File: config.mk
export PLATFORM = sky130hd
export DESIGN_NAME = half_step_stepper_limit_reverse
export DESIGN_NICKNAME = d
export VERILOG_FILES = /design/src/rtl/core/hsslr_pkg.sv /design/src/rtl/core/hsslr_step.sv /design/src/rtl/core/half_step_stepper_limit_reverse.sv
export SDC_FILE = /design/constraint.sdc
export NUM_CORES = 1
export LEC_CHECK = 0
export ABC_AREA = 1
export BUFFER_PORTS_ARGS = -buffer_cell sky130_fd_sc_hd__buf_2
export CAP_MARGIN = 10
export CORE_ASPECT_RATIO = 1.4
export CORE_UTILIZATION = 60
export DETAILED_ROUTE_END_ITERATION = 16
export GPL_ROUTABILITY_DRIVEN = 0
export PLACE_DENSITY = 0.89
export SLEW_MARGIN = 20
export SYNTH_ARGS = -nofsm -noshare
export SYNTH_HDL_FRONTEND = slang
export SYNTH_HIERARCHICAL = 1
export SYNTH_SLANG_ARGS = --single-unit
File: constraint.sdc
create_clock -name clk -period 7.8 [get_ports clk]
set_input_delay 0.39 -clock clk [delete_from_list [all_inputs] [get_ports clk]]
set_output_delay 0.39 -clock clk [all_outputs]
set_load 0.01 [all_outputs]
File: src/rtl/core/hsslr_pkg.sv
// ----------------------------------------------------------------------------
// hsslr_pkg
// Shared types, constants and coil tables for the half-step stepper sequencer.
// ----------------------------------------------------------------------------
package hsslr_pkg;

  localparam int unsigned HoldW   = 16;
  localparam int unsigned PollW   = 8;
  localparam int unsigned RevW    = 10;
  localparam int unsigned PhaseW  = 3;
  localparam int unsigned CoilW   = 4;
  localparam int unsigned CfgW    = 16;
  localparam int unsigned CfgIdxW = 2;

  localparam logic [HoldW-1:0] HoldReset = 16'd20;
  localparam logic [PollW-1:0] PollReset = 8'd10;
  localparam logic [RevW-1:0]  RevReset  = 10'd100;

  // configuration register indexes
  localparam logic [CfgIdxW-1:0] CFG_HOLD_TICKS     = 2'd0;
  localparam logic [CfgIdxW-1:0] CFG_POLL_TICKS     = 2'd1;
  localparam logic [CfgIdxW-1:0] CFG_REVERSE_CYCLES = 2'd2;

  typedef enum logic [1:0] {
    MODE_POLL = 2'd0,
    MODE_FWD  = 2'd1,
    MODE_REV  = 2'd2
  } mode_t;

  typedef struct packed {
    mode_t             mode;
    logic [PhaseW-1:0] phase_index;
    logic [HoldW-1:0]  tick_counter;
    logic [RevW-1:0]   cycles_left;
    logic              forward_enabled;
    logic              trigger_latched;
    logic [CoilW-1:0]  coil_hold;
  } seq_state_t;

  typedef struct packed {
    logic [CoilW-1:0] coil_pattern;
    logic             reversing;
    logic             forward_on;
  } seq_result_t;

  typedef struct packed {
    logic [HoldW-1:0] hold_ticks;
    logic [PollW-1:0] poll_ticks;
    logic [RevW-1:0]  reverse_cycles;
  } seq_cfg_t;

  function automatic logic [CoilW-1:0] fwd_coil(input logic [PhaseW-1:0] ph);
    logic [CoilW-1:0] c;
    unique case (ph)
      3'd0:    c = 4'h8;
      3'd1:    c = 4'hC;
      3'd2:    c = 4'h4;
      3'd3:    c = 4'h6;
      3'd4:    c = 4'h2;
      3'd5:    c = 4'h3;
      3'd6:    c = 4'h1;
      default: c = 4'h9;
    endcase
    return c;
  endfunction

  function automatic logic [CoilW-1:0] rev_coil(input logic [PhaseW-1:0] ph);
    logic [CoilW-1:0] c;
    unique case (ph)
      3'd0:    c = 4'h8;
      3'd1:    c = 4'h9;
      3'd2:    c = 4'h1;
      3'd3:    c = 4'h3;
      3'd4:    c = 4'h2;
      3'd5:    c = 4'h6;
      3'd6:    c = 4'h4;
      default: c = 4'hC;
    endcase
    return c;
  endfunction

endpackage

File: src/rtl/core/hsslr_step.sv
// ----------------------------------------------------------------------------
// hsslr_step
// Next-state and result logic for one tick of the stepper sequencer.
// ----------------------------------------------------------------------------
module hsslr_step
  import hsslr_pkg::*;
(
  input  seq_state_t  cur,
  input  seq_cfg_t    cfg,
  input  logic        limit_switch_n,
  input  logic        other_switch_n,
  output seq_state_t  nxt,
  output seq_result_t res
);

  mode_t            mode_eff;
  logic [HoldW-1:0] hold_eff;
  logic [HoldW-1:0] wait_eff;
  logic [HoldW-1:0] tick_inc;
  logic             tick_zero;
  logic [PhaseW-1:0] phase_inc;
  seq_state_t       s;

  always_comb begin
    // the spare mode code behaves as the poll wait
    unique case (cur.mode)
      MODE_FWD: mode_eff = MODE_FWD;
      MODE_REV: mode_eff = MODE_REV;
      default:  mode_eff = MODE_POLL;
    endcase

    hold_eff  = (cfg.hold_ticks == '0) ? HoldW'(1) : cfg.hold_ticks;
    wait_eff  = (cfg.poll_ticks == '0) ? HoldW'(1) : HoldW'(cfg.poll_ticks);
    tick_zero = (cur.tick_counter == '0);
    tick_inc  = cur.tick_counter + HoldW'(1);
    phase_inc = cur.phase_index + PhaseW'(1);

    s      = cur;
    s.mode = mode_eff;

    // sample switches on the first poll tick, load coil on the first phase tick
    if (mode_eff == MODE_POLL && tick_zero) begin
      s.trigger_latched = !limit_switch_n && other_switch_n;
    end
    if (mode_eff == MODE_FWD && tick_zero) begin
      s.coil_hold = fwd_coil(cur.phase_index);
    end
    if (mode_eff == MODE_REV && tick_zero) begin
      s.coil_hold = rev_coil(cur.phase_index);
    end

    res.coil_pattern = s.coil_hold;
    res.reversing    = (mode_eff == MODE_REV);
    res.forward_on   = cur.forward_enabled;

    s.tick_counter = tick_inc;

    nxt = s;
    if (mode_eff == MODE_POLL) begin
      if (tick_inc >= wait_eff) begin
        nxt.tick_counter = '0;
        if (cur.forward_enabled) begin
          nxt.mode        = MODE_FWD;
          nxt.phase_index = '0;
        end else if (s.trigger_latched && cfg.reverse_cycles != '0) begin
          nxt.forward_enabled = 1'b0;
          nxt.mode            = MODE_REV;
          nxt.cycles_left     = cfg.reverse_cycles;
          nxt.phase_index     = '0;
        end else begin
          if (s.trigger_latched) begin
            nxt.forward_enabled = 1'b0;
          end
          nxt.mode = MODE_POLL;
        end
      end
    end else if (tick_inc >= hold_eff) begin
      nxt.tick_counter = '0;
      nxt.phase_index  = phase_inc;
      if (phase_inc == '0) begin
        if (mode_eff == MODE_FWD) begin
          if (s.trigger_latched) begin
            nxt.forward_enabled = 1'b0;
          end
          if (s.trigger_latched && cfg.reverse_cycles != '0) begin
            nxt.mode        = MODE_REV;
            nxt.cycles_left = cfg.reverse_cycles;
          end else begin
            nxt.mode = MODE_POLL;
          end
        end else begin
          nxt.cycles_left = cur.cycles_left - RevW'(1);
          if (cur.cycles_left == RevW'(1)) begin
            nxt.mode = MODE_POLL;
          end
        end
      end
    end
  end

endmodule

File: src/rtl/core/half_step_stepper_limit_reverse.sv
// ----------------------------------------------------------------------------
// half_step_stepper_limit_reverse
// Half-step unipolar stepper sequencer that reverses after a limit trigger.
// ----------------------------------------------------------------------------
//  channel | direction | handshake         | payload
//  in_     | input     | in_valid/in_stall | limit_switch_n, other_switch_n
//  out_    | output    | out_valid/out_stall | coil_pattern, reversing, forward_on
//  cfg_    | input     | cfg_we            | cfg_index, cfg_wdata
//
//  One tick enters per clock cycle while in_stall is low; it goes through
//  the input register, then the result register. The sequencer state
//  advances once per tick in the step logic between the two registers.
//  Reset is synchronous, active low, and returns the registers to
//  20 / 10 / 100 and the sequencer to the poll wait.
//  out_stall holds the result register; a full input register then raises in_stall.
// ----------------------------------------------------------------------------
module half_step_stepper_limit_reverse
  import hsslr_pkg::*;
(
  input  logic               clk,
  input  logic               rst_n,
  input  logic               in_valid,
  output logic               in_stall,
  input  logic               in_limit_switch_n,
  input  logic               in_other_switch_n,
  output logic               out_valid,
  input  logic               out_stall,
  output logic [CoilW-1:0]   out_coil_pattern,
  output logic               out_reversing,
  output logic               out_forward_on,
  input  logic               cfg_we,
  input  logic [CfgIdxW-1:0] cfg_index,
  input  logic [CfgW-1:0]    cfg_wdata
);

  seq_cfg_t    cfg_r;
  seq_state_t  state_r;
  seq_state_t  state_nxt;
  seq_result_t step_res;
  seq_result_t res_r;
  logic        s1_valid_r;
  logic        s1_limit_r;
  logic        s1_other_r;
  logic        out_valid_r;
  logic        out_load;
  logic        step_fire;
  logic        s1_take;

  assign out_load  = !out_valid_r || !out_stall;
  assign step_fire = s1_valid_r && out_load;
  assign s1_take   = !s1_valid_r || step_fire;
  assign in_stall  = !s1_take;

  always_ff @(posedge clk) begin
    if (!rst_n) begin
      cfg_r.hold_ticks     <= HoldReset;
      cfg_r.poll_ticks     <= PollReset;
      cfg_r.reverse_cycles <= RevReset;
    end else if (cfg_we) begin
      unique case (cfg_index)
        CFG_HOLD_TICKS:     cfg_r.hold_ticks     <= cfg_wdata[HoldW-1:0];
        CFG_POLL_TICKS:     cfg_r.poll_ticks     <= cfg_wdata[PollW-1:0];
        CFG_REVERSE_CYCLES: cfg_r.reverse_cycles <= cfg_wdata[RevW-1:0];
        default: ;
      endcase
    end
  end

  // input register
  always_ff @(posedge clk) begin
    if (!rst_n) begin
      s1_valid_r <= 1'b0;
    end else if (s1_take) begin
      s1_valid_r <= in_valid;
    end
  end

  always_ff @(posedge clk) begin
    if (s1_take && in_valid) begin
      s1_limit_r <= in_limit_switch_n;
      s1_other_r <= in_other_switch_n;
    end
  end

  hsslr_step u_step (
    .cur            (state_r),
    .cfg            (cfg_r),
    .limit_switch_n (s1_limit_r),
    .other_switch_n (s1_other_r),
    .nxt            (state_nxt),
    .res            (step_res)
  );

  always_ff @(posedge clk) begin
    if (!rst_n) begin
      state_r.mode            <= MODE_POLL;
      state_r.phase_index     <= '0;
      state_r.tick_counter    <= '0;
      state_r.cycles_left     <= '0;
      state_r.forward_enabled <= 1'b1;
      state_r.trigger_latched <= 1'b0;
      state_r.coil_hold       <= '0;
    end else if (step_fire) begin
      state_r <= state_nxt;
    end
  end

  // result register
  always_ff @(posedge clk) begin
    if (!rst_n) begin
      out_valid_r <= 1'b0;
    end else if (out_load) begin
      out_valid_r <= step_fire;
    end
  end

  always_ff @(posedge clk) begin
    if (step_fire) begin
      res_r <= step_res;
    end
  end

  assign out_valid        = out_valid_r;
  assign out_coil_pattern = res_r.coil_pattern;
  assign out_reversing    = res_r.reversing;
  assign out_forward_on   = res_r.forward_on;

endmodule

==> impl_metrics.toml, run 1 <==
[global_route]
grt_pass1_vias = 5281
grt_usage = 0.281
grt_max_degree = 73
grt_overflow_total = 0
grt_pass1_wl_mm = 23.7
grt_antenna_before_repair = 0

[pwr]
p_clk_frac = 0.384
pwr_density_cell_mw_per_mm2 = 193
p_leak_nw = 3.24
p_int_mw = 0.876
power.switching_mw = 0.398
switching_share = 0.313
power.total_mw = 1.27
combPwrFrac = 0.245
ir_drop_v = 0.000127
seqPwrFrac = 0.371

[synthesis]
syn_area_per_cell_sq_um = 6.51
synthFlopType = "dfxtp_1"
synth-compound-area-share = 0.0614
syn-num-nets = 1016
syn_inst = 955
synthMuxAreaShare = 0.00181
ys_ff_latch = 81
synth_adder_area_share = 0.0725
ys_types = 43
ys_warn_count = 6
synth_simple_gate_area_frac = 0.458
yosysSeqAreaShare = 0.274
async_flop_share = 0
synth_top_family_by_area = "simple AND/OR/NAND/NOR gates"
mappedNetlistArea_sq_mm = 0.00621
synthXorXnorAreaFrac = 0.00967
synth-edff-count = 8

[final_layout]
final_util = 0.661
finalInstanceArea_sq_mm = 0.00662
area_delta_synth_final_pct = 6.48
fin_cells = 1093
num-nets-final = 1014
layout-drive-gt1-share = 0.108
diodes = 0

[routing]
wl_per_cell_microns = 13.2
firstDrtPassIters = 5
vias = 6029
drc_errors = 0
drt_iter0_markers = 313
routed_wl_mm = 14.4
post_drt_via_cell_ratio = 5.52
antenna_left = 0

[critical_path]
rr_startpoint = "state_r[16]"
slowest_stage = "nor4_1"
cp_max_fo = 13
crit_chain = "ha_1 -> nand2_2 -> nor2_4 -> nand3_1 -> nand2_1 -> nand2_2 -> ha_1 -> nand2_1 -> nor4_1 -> nand2_1 -> nand3_1 -> nand2_1 -> inv_1 -> nand3_1 -> nand3_1 -> nand2_1 -> nand3b_1 -> nand2_1 -> nor2_1"
cp-start-kind = "flip-flop"
r2r-end = "state_r[36]"
crit_path_frequent_cell = "nand2_1"
critPathMaxStageDelay_ns = 0.47
ff2ff_setup_slack_ns = 3.66
ff2ff_path_depth = 19
crit_family = "simple AND/OR/NAND/NOR gates"
worstSetupEndpointType = "flip-flop"
cp.buffers_inverters = 1
worst-setup-path-type = "reg -> reg"
required_ns = 8.04
crit_arrival_ns = 4.38

[floorplanning]
dieArea_sq_mm = 0.0108
ios = 33
rows = 43
die_width_microns = 88.0
initial_core_util = 0.621
die_h_microns = 122
core_area_sq_mm = 0.0100

[timing]
worst-slew-pin-transition_ns = 0.766
finalHoldViolCount = 0
rsz0062_at_grt = "no"
final.period_utilization = 0.531
fin_worst_skew_ns = 0.00744
final-setup-viol-count = 0
fmax_mhz = 242
holdWs_ns = 0.221
final-max-slew-violation-count = 0
final.setup.worst_slack_ns = 3.66
fin_tns_setup_ns = 0
relSlewSlack = 0.489
fin_crit_ns = 4.14

[clock_tree]
ctsResizeCount = 0
hold_buffers = 0
cts_max_level = 3
cts_root_buf = "clkbuf_16"
cts_tree = "built"
cts.reportedPaths.clkPinSlew_ns = 0.06
cts.path.max_buffers = 2
post-cts-setup-buffers = 0
cts-buffers-inserted = 9
clk_latency_ns = 0.34
clock-sinks = 81

[flow_run]
drv_cap = 0

[placement]
place_inst = 1077
dpl_worst_slack_ns = 3.76
io_buffers = 32
placed_area_sq_mm = 0.00627
hpwl_mm = 10.1

[hold_path]
min_to = "s1_other_r"
hold_depth = 1
min_from = "in_other_switch_n"
hp-class = "in -> reg"

[status]
outcome = "finished, final reports clean"
cells in the mapped netlist, types with 5 or more instances:
library cell	instances	share of area
a21oi_1	39	0.031
nor2_4	9	0.016
nand3b_1	38	0.046
buf_4	8	0.0097
ha_1	36	0.072
inv_1	117	0.071
clkbuf_1	13	0.0079
nand2_1	221	0.13
nor3_1	5	0.0040
dfxtp_1	73	0.24
nor4_1	10	0.010
edfxtp_1	8	0.039
nand4_1	15	0.015
and2_1	8	0.0081
nand2_2	10	0.010
inv_2	5	0.0030
buf_6	7	0.013
o21ai_0	17	0.014
nand3_1	101	0.081
nand3_2	14	0.023
buf_2	15	0.012
nor2_2	5	0.0050
nor2_1	151	0.091
layer usage:
metal | routed length (microns) | global-route usage | up-vias
met5 | 0 | 0 | -
met4 | 403 | 0.143 | 0
met3 | 854 | 0.0410 | 39
met2 | 7270 | 0.482 | 221
met1 | 5900 | 0.337 | 2733
li1 | - | - | 3036
power groups by stage:
stage | Clock, mW | Sequential, mW | Combinational (mW)
final | 0.489 | 0.472 | 0.312
after detailed placement | 0 | 0.481 | 0.304
after global routing | 0.511 | 0.476 | 0.352
after global placement | 0 | 0.480 | 0.298
after floorplan | 0 | 0.475 | 0.253
after CTS | 0.496 | 0.472 | 0.309
layout by cell type, fill, tap and decap left out, types with 2 or more instances in the layout:
cell type / instances
nor2_4: 9
clkbuf_1: 2
a41o_1: 2
nand3_1: 101
nand2_2: 10
clkbuf_16: 11
nand3_2: 14
dfxtp_1: 73
nor3_1: 5
nor2_1: 151
inv_2: 5
a21oi_1: 39
and2_1: 8
xor2_1: 4
bufinv_16: 2
nand4_1: 15
o211ai_1: 2
inv_1: 117
nand3b_1: 38
nand3_4: 2
ha_1: 36
edfxtp_1: 8
buf_4: 4
nand2_1: 221
buf_2: 32
a31oi_1: 2
o21ai_0: 17
nor4_1: 10
nor2_2: 5
logic make-up after synthesis:
kind of cell / Yosys count
and+or+nand+nor: 593
buffers and inverters: 171
muxes: 1
DFF: 81
AOI/OAI and AO/OA: 67
xor gates and xnor gates: 6
adders and majority gates: 36
how the worst max path moves through the flow:
| stage | from | end | slack [ns] | cells after the start |
|---|---|---|---|---|
| 6_report | state_r[16] | state_r[36] | 3.66 | 19 |
| 5_1_grt | state_r[16] | state_r[8] | 3.33 | 19 |
| 4_1_cts | state_r[16] | state_r[6] | 3.75 | 19 |
| 3_5_place_dp | state_r[16] | state_r[36] | 3.76 | 19 |
| 3_3_place_gp | state_r[16] | state_r[36] | 3.83 | 19 |
| 2_1_floorplan | state_r[16] | state_r[33] | 4.95 | 18 |
cell type report:
| class | instances | area, sq um |
|---|---|---|
| fillers | 887 | 3390 |
| clock buffers | 13 | 283 |
| inverters | 122 | 458 |
| multi-input cells | 703 | 3750 |
| flip-flops and latches | 81 | 1700 |
| clock inverters | 3 | 67.6 |
| repair buffers | 36 | 190 |
| well taps | 135 | 169 |
registers in the layout (all words and copies together) (netlist names):
name	count
out_valid	1
s1_limit_r	1
cfg_r	34
out_coil_pattern	4
s1_other_r	1
s1_valid_r	1
out_forward_on	1
state_r	37
out_reversing	1
Note: power is estimated with default switching activity, not from simulation.
==> inputs of run 2 (changes only) <==
--- a/config.mk
+++ b/config.mk
@@ -5,14 +5,14 @@
 export SDC_FILE = /design/constraint.sdc
 export NUM_CORES = 1
 export LEC_CHECK = 0
-export ABC_AREA = 1
+export ABC_AREA = 0
 export BUFFER_PORTS_ARGS = -buffer_cell sky130_fd_sc_hd__buf_2
 export CAP_MARGIN = 10
 export CORE_ASPECT_RATIO = 1.4
 export CORE_UTILIZATION = 60
 export DETAILED_ROUTE_END_ITERATION = 16
 export GPL_ROUTABILITY_DRIVEN = 0
-export PLACE_DENSITY = 0.89
+export PLACE_DENSITY = 0.9
 export SLEW_MARGIN = 20
 export SYNTH_ARGS = -nofsm -noshare
 export SYNTH_HDL_FRONTEND = slang
==> constraint.sdc (replaced) <==
create_clock -name clk -period 4.29 [get_ports clk]
set_input_delay 0.2145 -clock clk [delete_from_list [all_inputs] [get_ports clk]]
set_output_delay 0.2145 -clock clk [all_outputs]
set_load 0.01 [all_outputs]
==> impl_metrics.toml, run 2 <==
[synthesis]
ys_ff_latch = 81
synth-edff-count = 8
async_flop_share = 0
syn-num-nets = 756
synth_most_common_cell = "nand2_1"
yosys.area.top_type_share = 0.259
synth_area_leader_cell = "dfxtp_1"
mappedNetlistArea_sq_mm = 0.00564
synthFlopType = "dfxtp_1"
syn_area_per_cell_sq_um = 8.12
ys_warn_count = 6
yosysSeqAreaShare = 0.302
synthTopCellsByArea = "dfxtp_1 26%, mux2i_1 12%, nand2_1 9.5%"
syn_inst = 695
synthTopCellsByCount = "143 x nand2_1, 73 x dfxtp_1, 69 x mux2i_1"
ys_types = 72

[pwr]
p_leak_nw = 2.54
pwr_density_cell_mw_per_mm2 = 298
power.total_mw = 1.83
ir_drop_v = 0.000189

[clock_tree]
cts_root_buf = "clkbuf_16"
clk_latency_ns = 0.34
cts_tree = "built"
cts_max_level = 3
clock-sinks = 81
cts.path.max_buffers = 2
hold_buffers = 0
cts-buffers-inserted = 9
cts.reportedPaths.clkPinSlew_ns = 0.06

[global_route]
grt_antenna_before_repair = 0
grt_usage = 0.306
grt_max_degree = 83
grt_pass1_wl_mm = 23.6
grt_pass1_vias = 5161
grt_overflow_total = 0

[final_layout]
area_delta_synth_final_pct = 8.58
diodes = 0
layout_common_cells = "143 x nand2_1, 73 x dfxtp_1, 69 x mux2i_1"
finalInstanceArea_sq_mm = 0.00613
largest-register = "state_r"
final_common_cell = "nand2_1"
num-nets-final = 764
layout-drive-gt1-share = 0.109
fin_cells = 815
largest_reg_flops = 37
final_util = 0.675

[critical_path]
slowest_stage = "nor3_1"
crit_start = "state_r[21]"
ff2ff_setup_slack_ns = 0.13
cp-start-kind = "flip-flop"
crit_arrival_ns = 4.42
required_ns = 4.55
ff2ff_path_depth = 14
r2r-end = "state_r[13]"
crit_chain = "and3_1 -> nand4_1 -> nor3_1 -> xor2_2 -> ha_1 -> nand4_1 -> nor2_1 -> o2111ai_1 -> o21a_1 -> nor3_1 -> a31oi_4 -> a221oi_2 -> nand2_1 -> mux2i_1"
cp_max_fo = 7
crit_end = "state_r[13]"
worst-setup-path-type = "reg -> reg"
critPathMaxStageDelay_ns = 0.52
rr_startpoint = "state_r[21]"
worstSetupEndpointType = "flip-flop"

[routing]
wl_per_cell_microns = 18.4
routed_wl_mm = 15.0
antenna_left = 0
vias = 5276
post_drt_via_cell_ratio = 6.47
drt_iter0_markers = 470
firstDrtPassIters = 5
drc_errors = 0

[floorplanning]
initial_core_util = 0.621
ios = 33
die_width_microns = 84.0
rows = 41
core_area_sq_mm = 0.00908
dieArea_sq_mm = 0.00980
die_h_microns = 117

[hold_path]
hp-class = "in -> reg"

[timing]
fin_crit_ns = 4.16
final-max-slew-violation-count = 0
final.period_utilization = 0.969
final.setup.worst_slack_ns = 0.135
fmax_mhz = 241
worst-slew-pin-transition_ns = 1.01
relSlewSlack = 0.323
finalHoldViolCount = 0
fin_worst_skew_ns = 0.00543
final-setup-viol-count = 0

[status]
outcome = "finished, final reports clean"

[placement]
place_inst = 797
placed_area_sq_mm = 0.00576
io_buffers = 32
hpwl_mm = 10.1
dpl_worst_slack_ns = 0.279

[flow_run]
drv_cap = 0
==> run 2: how the worst min path moves through the flow <==
stage,cells after the start,end,slack [ns],from
detailed placement,1,s1_other_r,0.40,in_other_switch_n
finish,1,s1_other_r,0.05,in_other_switch_n
CTS,1,s1_other_r,0.04,in_other_switch_n
global placement,1,s1_limit_r,0.39,in_limit_switch_n
global route,1,s1_limit_r,0.05,in_limit_switch_n
floorplan,0,s1_limit_r,0.31,in_limit_switch_n
==> run 2: stage by stage <==
stage | setup TNS, ns | hold WS (ns)
floorplan | 0 | 0.313
global placement | 0 | 0.392
detailed placement | 0 | 0.396
CTS | 0 | 0.0413
global route | -0.00585 | 0.0470
finish | 0 | 0.0484
==> run 2: critical path, delay by kind of cell (launching register included) <==
family | cells | cell delay [ns]
adder cells (fa/ha/maj) | 1 | 0.23
AO/OA/AOI/OAI | 4 | 0.95
XOR/XNOR | 1 | 0.34
AND/OR/NAND/NOR | 7 | 1.92
multiplexers | 1 | 0.17
flip-flops | 1 | 0.48
==> run 2: per-layer routing <==
metal,up-vias,routed length [microns],global-route usage,share of wire
met3,99,879,0.0523,0.059
li1,2423,-,-,-
met5,-,0,0,0
met4,0,1060,0.245,0.071
met1,2442,5260,0.299,0.35
met2,312,7790,0.574,0.52
==> run 2: cell families after synthesis <==
group | share of synthesized area
muxes | 0.127
xor gates and xnor gates | 0.0310
buffers and inverters | 0.0887
DFF | 0.302
adders and majority gates | 0.0798
and+or+nand+nor | 0.239
AOI/OAI and AO/OA | 0.133
==> run 2: what timing repair did <==
action                                 4_1_cts  5_1_grt
buffers inserted                             0        2
endpoints found under the hold margin        0        0
gates resized for setup                      0        4
setup endpoints to repair                    0       31
==> run 2: report_power, final <==
| part | total (mW) | internal, mW | switching, mW |
|---|---|---|---|
| Clock | 0.871 | 0.545 | 0.326 |
| Sequential | 0.797 | 0.782 | 0.0156 |
| Combinational | 0.161 | 0.0603 | 0.101 |
| Total | 1.83 | 1.39 | 0.442 |
==> run 2: layout make-up <==
type                            count  area, sq um
Timing Repair Buffer               40          223
Clock inverter                      6         88.8
Clock buffer                       10          250
Tap cell                          107          134
Sequential cell                    81         1700
Fill cell                         672         2950
Inverter                           68          255
Multi-Input combinational cell    503         3470
